**config.mk**
```make
export PLATFORM = sky130hd
export DESIGN_NAME = ofh_cfg_regs
export DESIGN_NICKNAME = d
export VERILOG_FILES = /design/src/hdl/overlap_add_frame_to_hop_unit_assert.svh /design/src/hdl/ofh_pkg.sv /design/src/hdl/ofh_cfg_regs.sv
export SDC_FILE = /design/constraint.sdc
export NUM_CORES = 1
export LEC_CHECK = 0
export CAP_MARGIN = 15
export CORE_AREA = 2 2 68 70
export DETAILED_ROUTE_END_ITERATION = 6
export DIE_AREA = 0 0 70 72
export DONT_BUFFER_PORTS = 1
export HOLD_SLACK_MARGIN = 0.03
export PLACE_DENSITY = 0.36
export SYNTH_ARGS = -nofsm -noshare
export SYNTH_HDL_FRONTEND = slang
export SYNTH_SLANG_ARGS = --single-unit
```
**constraint.sdc**
```tcl
create_clock -name clk_i -period 0.9 [get_ports clk_i]
set_clock_uncertainty 0.05 [all_clocks]
set_input_delay 0.18 -clock clk_i [delete_from_list [all_inputs] [get_ports clk_i]]
set_output_delay 0.18 -clock clk_i [all_outputs]
set_load 0.02 [all_outputs]
```
**src/hdl/overlap_add_frame_to_hop_unit_assert.svh**
```systemverilog
// Assertion macros used by the accumulator store of the overlap-add block.
`ifndef OVERLAP_ADD_FRAME_TO_HOP_UNIT_ASSERT_SVH
`define OVERLAP_ADD_FRAME_TO_HOP_UNIT_ASSERT_SVH

// Same-cycle implication, checked outside reset.
`define OFH_ASSERT(lbl, clk, rstn, prop, msg) \
  lbl: assert property (@(posedge clk) disable iff (!rstn) prop) else $error(msg);

// Next-cycle implication, checked outside reset.
`define OFH_ASSERT_NEXT(lbl, clk, rstn, ante, cons, msg) \
  lbl: assert property (@(posedge clk) disable iff (!rstn) (ante) |=> (cons)) else $error(msg);

`endif

```
**src/hdl/ofh_pkg.sv**
```systemverilog
// Shared types, constants and helpers of the overlap-add block.
package ofh_pkg;

  localparam int unsigned CH_W    = 3;
  localparam int unsigned POS_W   = 10;
  localparam int unsigned SMP_W   = 16;
  localparam int unsigned ACC_W   = 24;
  localparam int unsigned CFG_W   = 11;
  localparam int unsigned CNT_W   = 4;
  localparam int unsigned CIDX_W  = 2;

  localparam int unsigned CHANNELS_MAX_DEF = 8;
  localparam int unsigned FRAME_MAX_DEF    = 1024;

  localparam logic [CFG_W-1:0] HOP_RST   = 11'd128;
  localparam logic [CFG_W-1:0] FRAME_RST = 11'd256;
  localparam logic [CNT_W-1:0] CHCNT_RST = 4'd1;

  localparam logic signed [ACC_W-1:0] ACC_MAX = 24'sh7FFFFF;
  localparam logic signed [ACC_W-1:0] ACC_MIN = -24'sh800000;

  typedef enum logic [CIDX_W-1:0] {
    CFG_HOP   = 2'd0,
    CFG_FRAME = 2'd1,
    CFG_CHCNT = 2'd2
  } cfg_idx_e;

  typedef struct packed {
    logic [CFG_W-1:0] hop;
    logic [CFG_W-1:0] frame;
    logic [CNT_W-1:0] chcnt;
  } cfg_t;

  // Word as it leaves the decode stage.
  typedef struct packed {
    logic [CH_W-1:0]         ch;
    logic [POS_W-1:0]        pos;
    logic signed [SMP_W-1:0] smp;
    logic                    src_ok;
    logic                    emit;
    logic                    last;
  } item_t;

  // Result word.
  typedef struct packed {
    logic [CH_W-1:0]         ch;
    logic [POS_W-1:0]        pos;
    logic signed [ACC_W-1:0] acc;
    logic                    last;
  } res_t;

  function automatic logic signed [ACC_W-1:0] sat_acc(input logic signed [ACC_W:0] v);
    logic signed [ACC_W:0] hi;
    logic signed [ACC_W:0] lo;
    hi = {ACC_MAX[ACC_W-1], ACC_MAX};
    lo = {ACC_MIN[ACC_W-1], ACC_MIN};
    if (v > hi) begin
      return ACC_MAX;
    end else if (v < lo) begin
      return ACC_MIN;
    end
    return v[ACC_W-1:0];
  endfunction

endpackage

```
**src/hdl/ofh_cfg_regs.sv**
```systemverilog
// Configuration registers of the overlap-add block.
module ofh_cfg_regs (
  input  logic                        clk_i,
  input  logic                        rst_ni,
  input  logic                        cfg_we_i,
  input  logic [ofh_pkg::CIDX_W-1:0]  cfg_idx_i,
  input  logic [ofh_pkg::CFG_W-1:0]   cfg_wdata_i,
  output ofh_pkg::cfg_t               cfg_o
);
  import ofh_pkg::*;

  cfg_t cfg_q, cfg_d;

  always_comb begin
    cfg_d = cfg_q;
    if (cfg_we_i) begin
      unique case (cfg_idx_e'(cfg_idx_i))
        CFG_HOP:   cfg_d.hop   = cfg_wdata_i;
        CFG_FRAME: cfg_d.frame = cfg_wdata_i;
        CFG_CHCNT: cfg_d.chcnt = cfg_wdata_i[CNT_W-1:0];
        default:   cfg_d = cfg_q; // index beyond the list: drop
      endcase
    end
  end

  always_ff @(posedge clk_i or negedge rst_ni) begin
    if (!rst_ni) begin
      cfg_q.hop   <= HOP_RST;
      cfg_q.frame <= FRAME_RST;
      cfg_q.chcnt <= CHCNT_RST;
    end else begin
      cfg_q <= cfg_d;
    end
  end

  assign cfg_o = cfg_q;

endmodule

```
==> qor.yml <==
drt:
  wl_per_cell_um: 14.15
  ant_nets: 0
  viasPerCell: 4.131
  drt-initial-drc-count: 14
  drt_pass1_iterations: 4
  via_count: 661
  drc: 0
  wl_um: 2264
layout:
  antenna_cells: 0
  area_delta_synth_final_pct: 64.56
  drive_gt1_share_pct: 65.74
  largest_register_ffs: 26
  nNetsFinal: 125
synth:
  ys_seq_elements: 26
  synth_top_area_share_pct: 55.83
  synth_cells: 57
  async_flop_share_pct: 100.0
  synth_area_leaders: "dfrtp_1 (56%), mux2_2 (17%), mux2_4 (15%), dfstp_2 (7.6%), nand3b_1 (1.5%)"
  ys.warnings.count: 0
  yosysTopAreaCell: "dfrtp_1"
  avgSynthCellArea_um2: 18.09
  yosysUniqueCellTypes: 8
  synth-seq-area-share_pct: 63.47
  syn_area_um2: 1031
  synthesis.nets: 73
  ys.flop_type: "dfrtp_1"
  synth_most_common_cell: "dfrtp_1"
  synth_common_cells: "dfrtp_1 (23), mux2_2 (16), mux2_4 (10)"
  synth_edf_count: 0
clock_network:
  cts-root-buf: "clkbuf_8"
  cts.sinks: 26
  numCtsBuffers: 3
  clk_pin_slew_ps: 100
  clk_latency_ps: 270
  cts_buffer_depth: 2
  cts.htree.levels: 1
  cts_tree: "done"
sta:
  fmax_mhz: 903.3
  finalWorstSetupSlack_ps: -207.0
  hold_viol_final: 0
  fin_crit_ps: 1107
  max-slew-margin-rel_pct: 82.61
  finalSetupTns_ps: -3995
  tightest_slew_ps: 260.0
  drv_slew: 0
  rsz0062_at_grt: "yes"
  fin_crit_sh_pct: 123.0
  setup_violations: 37
placement:
  routabilityCongestion: 0.7227
  portBuffers: 0
  dp_hpwl_um: 1503
worst_setup_path:
  start_kind: "flip-flop"
  cp_data_required_time_ps: 670
  arrival_ps: 880
  cp_max_fo: 2
  cp-end-kind: "output pin"
  critical_path_class: "reg2out"
floorplan:
  die-area_um2: 5040
  ios: 42
  initial_core_util_pct: 24.18
  num_rows: 24
  die_y_um: 72
  die_width_um: 70
  core-area_um2: 4264
status:
  violations: "setup timing"
  outcome: "finished with violations"
min_path:
  hp-class: "in2reg"
run:
  cap_violations: 0
power:
  power.density_nw_per_um2: 2245
  power.total_uw: 3809
  ir_drop_v: 0.0006576
  leakage_uw: 0.0008172
global_routing:
  grt-ovfl-total: 0
  grt_max_degree: 27
  groute.usage.overall_pct: 9.145
  grt_pass1_wl_um: 3546
  antenna_found_initial: 0
  grt_pass1_vias: 697
## report_power, final
group	switching (uW)	internal, uW
clock	368	595
combinational	470	772
sequential	193	1410
total	1030	2780
## metrics by stage
stage | cells | cell area [um2] | utilization (%) | setup slack [ps] | hold slack, ps
floorplan | 57 | 1041 | - | -133.2 | -165.6
detailed placement | 133 | 1291 | 30.28 | -179.4 | -164.9
CTS | 158 | 1649 | 38.67 | -223.3 | 258.7
finish | 160 | 1697 | 39.79 | -207.0 | 228.6
global placement | 133 | 1291 | 30.28 | -156.8 | -164.9
global route | 160 | 1697 | 39.79 | -239.7 | 235.7
## cells in the final DEF (no fill, tap or decap), types with 2 or more instances in the layout
cell type       count
buf_6              28
dfrtp_1            23
mux2_2             15
mux2_4             11
dlygate4sd3_1       8
buf_4               7
dlymetal6s4s_1      4
dfstp_2             3
clkbuf_8            3
nand3b_1            2
buf_12              2
## worst reg2reg max path, cell delays in order (launching register included)
cell and delay (ps):
dfrtp_1 400, buf_4 140, mux2_4 250
## layout make-up
type	count	area (um2)
clock buffers	3	41.29
clock inverters	1	30.03
fillers	410	2567
multi-input cells	29	367.9
flip-flops and latches	26	654.4
well taps	52	65.06
repair buffers	49	538.0
## routing by layer
layer	vias to the layer above	GRT usage, %	part of all wire [%]
met2	27	12.91	44
met1	327	13.20	48
met4	0	3.205	0.84
met3	2	2.917	6.7
met5	-	0	0
li1	305	-	-
## worst paths after layout
path                                     start        end  slack (ps)  cells past startpoint
max in group asynchronous               rst_ni  cfg_o[12]         270                      2
worst max-delay path                  cfg_o[0]   cfg_o[0]        -210                      0
worst max register to register       cfg_o[13]  cfg_o[13]         -40                      2
min in group asynchronous               rst_ni  cfg_o[20]         300                      2
worst min-delay path            cfg_wdata_i[8]  cfg_o[12]         230                      2
worst min register to register        cfg_o[2]   cfg_o[2]         490                      1
## timing repair
item                       CTS  global route
hold endpoints to repair    52             0
setup endpoints to repair   26            40
hold buffers                13             0
buffers inserted             8             2
resized for setup           23            10
## logic make-up after synthesis
family / share of synthesized area [%]
flip-flops: 63.47
buffers and inverters: 1.821
AND/OR/NAND/NOR: 2.669
multiplexers: 32.04
(Power assumes the default switching activity.)
