**config.mk**
```make
export PLATFORM = sky130hd
export DESIGN_NAME = ofh_decode
export DESIGN_NICKNAME = d
export VERILOG_FILES = /design/src/hdl/overlap_add_frame_to_hop_unit_assert.svh /design/src/hdl/ofh_pkg.sv /design/src/hdl/ofh_decode.sv
export SDC_FILE = /design/constraint.sdc
export NUM_CORES = 1
export LEC_CHECK = 0
export ABC_AREA = 1
export BUFFER_PORTS_ARGS = -buffer_cell sky130_fd_sc_hd__buf_2
export CORE_MARGIN = 1
export CORE_UTILIZATION = 51
export CTS_CLUSTER_SIZE = 16
export DETAILED_ROUTE_END_ITERATION = 12
export PLACE_DENSITY = 0.89
export SYNTH_ARGS = -nofsm -noshare
export SYNTH_HDL_FRONTEND = slang
export SYNTH_SLANG_ARGS = --single-unit
```
**constraint.sdc**
```tcl
create_clock -name clk_i -period 5 [get_ports clk_i]
set_input_delay 0.5 -clock clk_i [delete_from_list [all_inputs] [get_ports clk_i]]
set_output_delay 0.5 -clock clk_i [all_outputs]
set_load 0.01 [all_outputs]
```
**src/hdl/overlap_add_frame_to_hop_unit_assert.svh**
```systemverilog
// Assertion macros used by the accumulator store of the overlap-add block.
`ifndef OVERLAP_ADD_FRAME_TO_HOP_UNIT_ASSERT_SVH
`define OVERLAP_ADD_FRAME_TO_HOP_UNIT_ASSERT_SVH

// Same-cycle implication, checked outside reset.
`define OFH_ASSERT(lbl, clk, rstn, prop, msg) \
  lbl: assert property (@(posedge clk) disable iff (!rstn) prop) else $error(msg);

// Next-cycle implication, checked outside reset.
`define OFH_ASSERT_NEXT(lbl, clk, rstn, ante, cons, msg) \
  lbl: assert property (@(posedge clk) disable iff (!rstn) (ante) |=> (cons)) else $error(msg);

`endif

```
**src/hdl/ofh_pkg.sv**
```systemverilog
// Shared types, constants and helpers of the overlap-add block.
package ofh_pkg;

  localparam int unsigned CH_W    = 3;
  localparam int unsigned POS_W   = 10;
  localparam int unsigned SMP_W   = 16;
  localparam int unsigned ACC_W   = 24;
  localparam int unsigned CFG_W   = 11;
  localparam int unsigned CNT_W   = 4;
  localparam int unsigned CIDX_W  = 2;

  localparam int unsigned CHANNELS_MAX_DEF = 8;
  localparam int unsigned FRAME_MAX_DEF    = 1024;

  localparam logic [CFG_W-1:0] HOP_RST   = 11'd128;
  localparam logic [CFG_W-1:0] FRAME_RST = 11'd256;
  localparam logic [CNT_W-1:0] CHCNT_RST = 4'd1;

  localparam logic signed [ACC_W-1:0] ACC_MAX = 24'sh7FFFFF;
  localparam logic signed [ACC_W-1:0] ACC_MIN = -24'sh800000;

  typedef enum logic [CIDX_W-1:0] {
    CFG_HOP   = 2'd0,
    CFG_FRAME = 2'd1,
    CFG_CHCNT = 2'd2
  } cfg_idx_e;

  typedef struct packed {
    logic [CFG_W-1:0] hop;
    logic [CFG_W-1:0] frame;
    logic [CNT_W-1:0] chcnt;
  } cfg_t;

  // Word as it leaves the decode stage.
  typedef struct packed {
    logic [CH_W-1:0]         ch;
    logic [POS_W-1:0]        pos;
    logic signed [SMP_W-1:0] smp;
    logic                    src_ok;
    logic                    emit;
    logic                    last;
  } item_t;

  // Result word.
  typedef struct packed {
    logic [CH_W-1:0]         ch;
    logic [POS_W-1:0]        pos;
    logic signed [ACC_W-1:0] acc;
    logic                    last;
  } res_t;

  function automatic logic signed [ACC_W-1:0] sat_acc(input logic signed [ACC_W:0] v);
    logic signed [ACC_W:0] hi;
    logic signed [ACC_W:0] lo;
    hi = {ACC_MAX[ACC_W-1], ACC_MAX};
    lo = {ACC_MIN[ACC_W-1], ACC_MIN};
    if (v > hi) begin
      return ACC_MAX;
    end else if (v < lo) begin
      return ACC_MIN;
    end
    return v[ACC_W-1:0];
  endfunction

endpackage

```
**src/hdl/ofh_decode.sv**
```systemverilog
// Decode stage: range checks, source and target addresses.
module ofh_decode #(
  parameter int unsigned CHANNELS_MAX = ofh_pkg::CHANNELS_MAX_DEF,
  parameter int unsigned FRAME_MAX    = ofh_pkg::FRAME_MAX_DEF,
  parameter int unsigned ADDR_W       = $clog2(CHANNELS_MAX * FRAME_MAX)
) (
  input  logic                               clk_i,
  input  logic                               rst_ni,
  input  ofh_pkg::cfg_t                      cfg_i,
  input  logic                               in_valid_i,
  output logic                               in_stall_o,
  input  logic [ofh_pkg::CH_W-1:0]           channel_i,
  input  logic [ofh_pkg::POS_W-1:0]          position_i,
  input  logic signed [ofh_pkg::SMP_W-1:0]   sample_i,
  input  logic                               busy_i,
  input  logic                               s2_free_i,
  output logic                               s1_valid_o,
  output ofh_pkg::item_t                     s1_item_o,
  output logic [ADDR_W-1:0]                  s1_rd_addr_o,
  output logic [ADDR_W-1:0]                  s1_wr_addr_o
);
  import ofh_pkg::*;

  logic                  s1_valid_q, s1_valid_d;
  item_t                 s1_item_q;
  logic [ADDR_W-1:0]     s1_rd_addr_q, s1_wr_addr_q;
  logic                  accept, adv1, s1_free;
  logic                  ch_ok, pos_ok, upd;
  logic [CFG_W:0]        src;
  logic [31:0]           base;
  item_t                 item_d;

  always_comb begin
    ch_ok  = ({1'b0, channel_i} < cfg_i.chcnt) && (32'(channel_i) < CHANNELS_MAX);
    pos_ok = ({1'b0, position_i} < cfg_i.frame) && (32'(position_i) < FRAME_MAX);
    upd    = ch_ok && pos_ok;
    src    = (CFG_W+1)'(position_i) + (CFG_W+1)'(cfg_i.hop);
    base   = 32'(channel_i) * 32'(FRAME_MAX);

    item_d.ch     = channel_i;
    item_d.pos    = position_i;
    item_d.smp    = sample_i;
    item_d.src_ok = (src < (CFG_W+1)'(cfg_i.frame)) && (32'(src) < FRAME_MAX);
    item_d.emit   = {1'b0, position_i} < cfg_i.hop;
    item_d.last   = (CFG_W'(position_i) + CFG_W'(1)) == cfg_i.hop;
  end

  assign adv1       = s1_valid_q && s2_free_i;
  assign s1_free    = !s1_valid_q || adv1;
  assign in_stall_o = busy_i || !s1_free;
  assign accept     = in_valid_i && !in_stall_o;

  // Drop words for unused channels or positions past the frame here.
  always_comb begin
    s1_valid_d = s1_valid_q;
    if (accept) begin
      s1_valid_d = upd;
    end else if (adv1) begin
      s1_valid_d = 1'b0;
    end
  end

  always_ff @(posedge clk_i or negedge rst_ni) begin
    if (!rst_ni) begin
      s1_valid_q <= 1'b0;
    end else begin
      s1_valid_q <= s1_valid_d;
    end
  end

  always_ff @(posedge clk_i) begin
    if (accept) begin
      s1_item_q    <= item_d;
      s1_wr_addr_q <= ADDR_W'(base + 32'(position_i));
      s1_rd_addr_q <= item_d.src_ok ? ADDR_W'(base + 32'(src)) : ADDR_W'(base + 32'(position_i));
    end
  end

  assign s1_valid_o   = s1_valid_q;
  assign s1_item_o    = s1_item_q;
  assign s1_rd_addr_o = s1_rd_addr_q;
  assign s1_wr_addr_o = s1_wr_addr_q;

endmodule

```
==> summary.txt <==
Status: complete, no violations
Top FF cell, synth: edfxtp_1
Area growth syn-to-layout: 19.9%
Final Hold Viols: 0
Mapped Nets: 489
CP arrival: 3.53 ns
Layout cells sized above 1: 0.286
CP Class: input pin to register
Max Freq: 288 MHz
Multi-input gate area: 0.00171 mm^2
Die height: 83.7 um
Detailed-route wire length: 7.78 mm
Num Clock Sinks: 46
Number of synthesized flops with an enable pin: 45
Synth cell types: 32
NumNets Final: 601
Antenna violations before repair: 0
Final Cycle Share: 0.695
Area leader, netlist: edfxtp_1
Worst Path Max Fanout: 15
Detail-routed via count per cell: 5.15
Clock tree buffer depth: 2
Grt ovf: 0
Share of the synthesized area in the top cell type: 0.397
Initial Util: 0.533
Storage element area: 0.00138 mm^2
Most frequent cell after synthesis: nand2_1
Worst clock skew: 0.00666 ns
Synth Instances: 384
Detailed placer's ending HPWL: 6.39 mm
Max-slew violation count: 0
Post-synthesis cell area: 0.00340 mm^2
Hold Path Class: input pin to register
# port buffers: 119
Total core area: 0.00639 mm^2
Post_cts resized: 0
Starting DRT DRC Count: 155
Setup tns final: 0 ns
GP Congestion: 0.826
Post-CTS setup buffers: 0
Io pins: 120
Skew-Pair Late Insertion Delay: 0.31 ns
DRC Markers: 0
Die area: 0.00700 mm^2
Vias in the first global route: 2836
Peak supply drop: 0.179 mV
CTS tree: yes
TritonCTS buffer count: 5
Reg2reg setup slack: 3.30 ns
Fillers: 525
Number of H-tree levels: 2
Worst slew margin: 0.613
Largest net degree at the start of global routing: 47
# diodes: 0
Final setup vio count: 0
Worst-path clk slew: 0.09 ns
CTS root buffer: clkbuf_8
Worst Setup End Kind: register
Power per Cell Area: 246 mW/mm^2
Global-route usage over all layers: 0.229
First-pass GRT wire length: 12.8 mm
Leak: 2.10 nW
Post-synth ARST share: 0.0217
Drt pass-1 iters: 4
Ys Warns: 0
Mapped Avg Cell Area: 8.86 um^2
Final ANT Viol Nets: 0
Post-route minimum period: 3.47 ns
Critical path required time: 5.06 ns
Most frequent cells after synthesis: nand2_1, inv_1, edfxtp_1, ha_1, nand3_1
Area contributors post-synth: edfxtp_1, ha_1, nand2_1, inv_1, nand3_1
Row cnt: 29
Die Span X: 83.7 um
Startpoint type of the worst setup path: input pin
Post-route cell area: 0.00408 mm^2
RSZ-0062 raised after global routing: false
#FFs+latches synth: 46
Post-Place Cell Area: 0.00398 mm^2
Worst slew pin tran: 0.580 ns
Register area share after synthesis: 0.404
Vias: 2958
Max cap viols: 0
Routed len/inst: 13.6 um
==> final cells by class <==
type                    count  area share
clock buffers               5      0.0169
multi-input cells         270       0.419
inverters                  52      0.0479
well taps                  77      0.0236
flip-flops and latches     46       0.337
clock inverters             3     0.00521
repair buffers            121       0.150
==> power breakdown <==
| group | internal [mW] | switching, mW |
|---|---|---|
| Sequential | 0.454 | 0.00628 |
| Combinational | 0.120 | 0.191 |
| Clock | 0.0983 | 0.133 |
| Total | 0.673 | 0.331 |
==> metal layers <==
metal / track usage / routed length, um
met4: 0.0709 / 95
met5: 0 / 0
met3: 0.0425 / 515
met1: 0.276 / 3200
met2: 0.413 / 3970
==> cell usage in the layout (no fill, tap or decap) <==
cell type,Yosys,final
a21oi_1,18,18
dfrtp_1,1,1
or2_2,1,1
clkinv_4,0,1
a21boi_1,1,1
nor2_2,1,1
buf_2,0,119
o211ai_1,3,3
and2_2,1,1
nand2_4,1,1
o21bai_1,3,3
o21a_1,1,1
xor2_1,11,11
a31oi_1,1,1
inv_1,51,51
nand4_1,5,5
edfxtp_1,45,45
nor3_1,4,4
ha_1,43,43
fa_1,2,2
dlygate4sd3_1,0,1
xnor2_1,7,7
inv_2,1,1
clkinvlp_4,0,1
nor2_1,26,25
a21o_1,1,1
clkinv_2,0,1
nand3_2,1,1
nand2_2,4,4
buf_4,13,1
o21ai_0,5,5
nor2_4,1,2
nand3_1,33,33
clkbuf_8,0,5
nand4_2,1,1
a21boi_4,1,1
nand2_1,94,94
==> per-stage QoR <==
stage | total power, mW | std cells | hold WS (ns) | setup slack (ns) | utilization
2_1_floorplan | 0.686 | 384 | 0.204 | 1.76 | -
3_3_place_gp | 0.766 | 565 | 0.276 | 1.39 | 0.623
3_5_place_dp | 0.780 | 565 | 0.275 | 1.24 | 0.623
4_1_cts | 1.01 | 574 | 0.362 | 1.57 | 0.639
5_1_grt | 1.06 | 574 | 0.351 | 1.29 | 0.639
6_report | 1.00 | 574 | 0.361 | 1.53 | 0.639
==> worst paths after layout <==
check / startpoint / endpoint / cells after the start
worst min-delay path: sample_i[9] / s1_item_o[12] / 1
max in group asynchronous: rst_ni / s1_valid_o / 2
worst min register to register: s1_valid_o / s1_valid_o / 2
worst max register to register: s1_valid_o / s1_valid_o / 8
min in group asynchronous: rst_ni / s1_valid_o / 2
worst max-delay path: position_i[0] / s1_rd_addr_o[0] / 17
==> state kept, by name, summed over array words and instances, names as in the netlist <==
signal and flops:
s1_valid_o 1, s1_wr_addr_o 13, s1_rd_addr_o 13, s1_item_o 19
==> kinds of logic (layout without fill, tap and decap cells) <==
family,Yosys count,count (layout),share of synthesized area
simple gates,173,173,0.222
xor+xnor,18,18,0.0463
buf+inv,68,181,0.0960
flops,46,46,0.404
fa+ha+maj,45,45,0.170
compound gates,34,34,0.0610
==> critical path, stage by stage <==
cell and delay (ns):
buf_2 0.14, ha_1 0.22, fa_1 0.44, nand3_1 0.11, nand3_1 0.12, nand2_1 0.10, nand3_1 0.08, nand2_2 0.27
inv_1 0.11, ha_1 0.32, a21oi_1 0.14, and2_2 0.15, nand4_2 0.12, nor2_4 0.34, nand2_4 0.19, nand2_1 0.10
nand2_1 0.06
==> repair_timing <==
item / in CTS / in global routing
hold endpoints to repair: 1 / 0
setup endpoints to repair: 0 / 0
hold buffers: 1 / 0
Note: power is estimated with default switching activity, not from simulation.
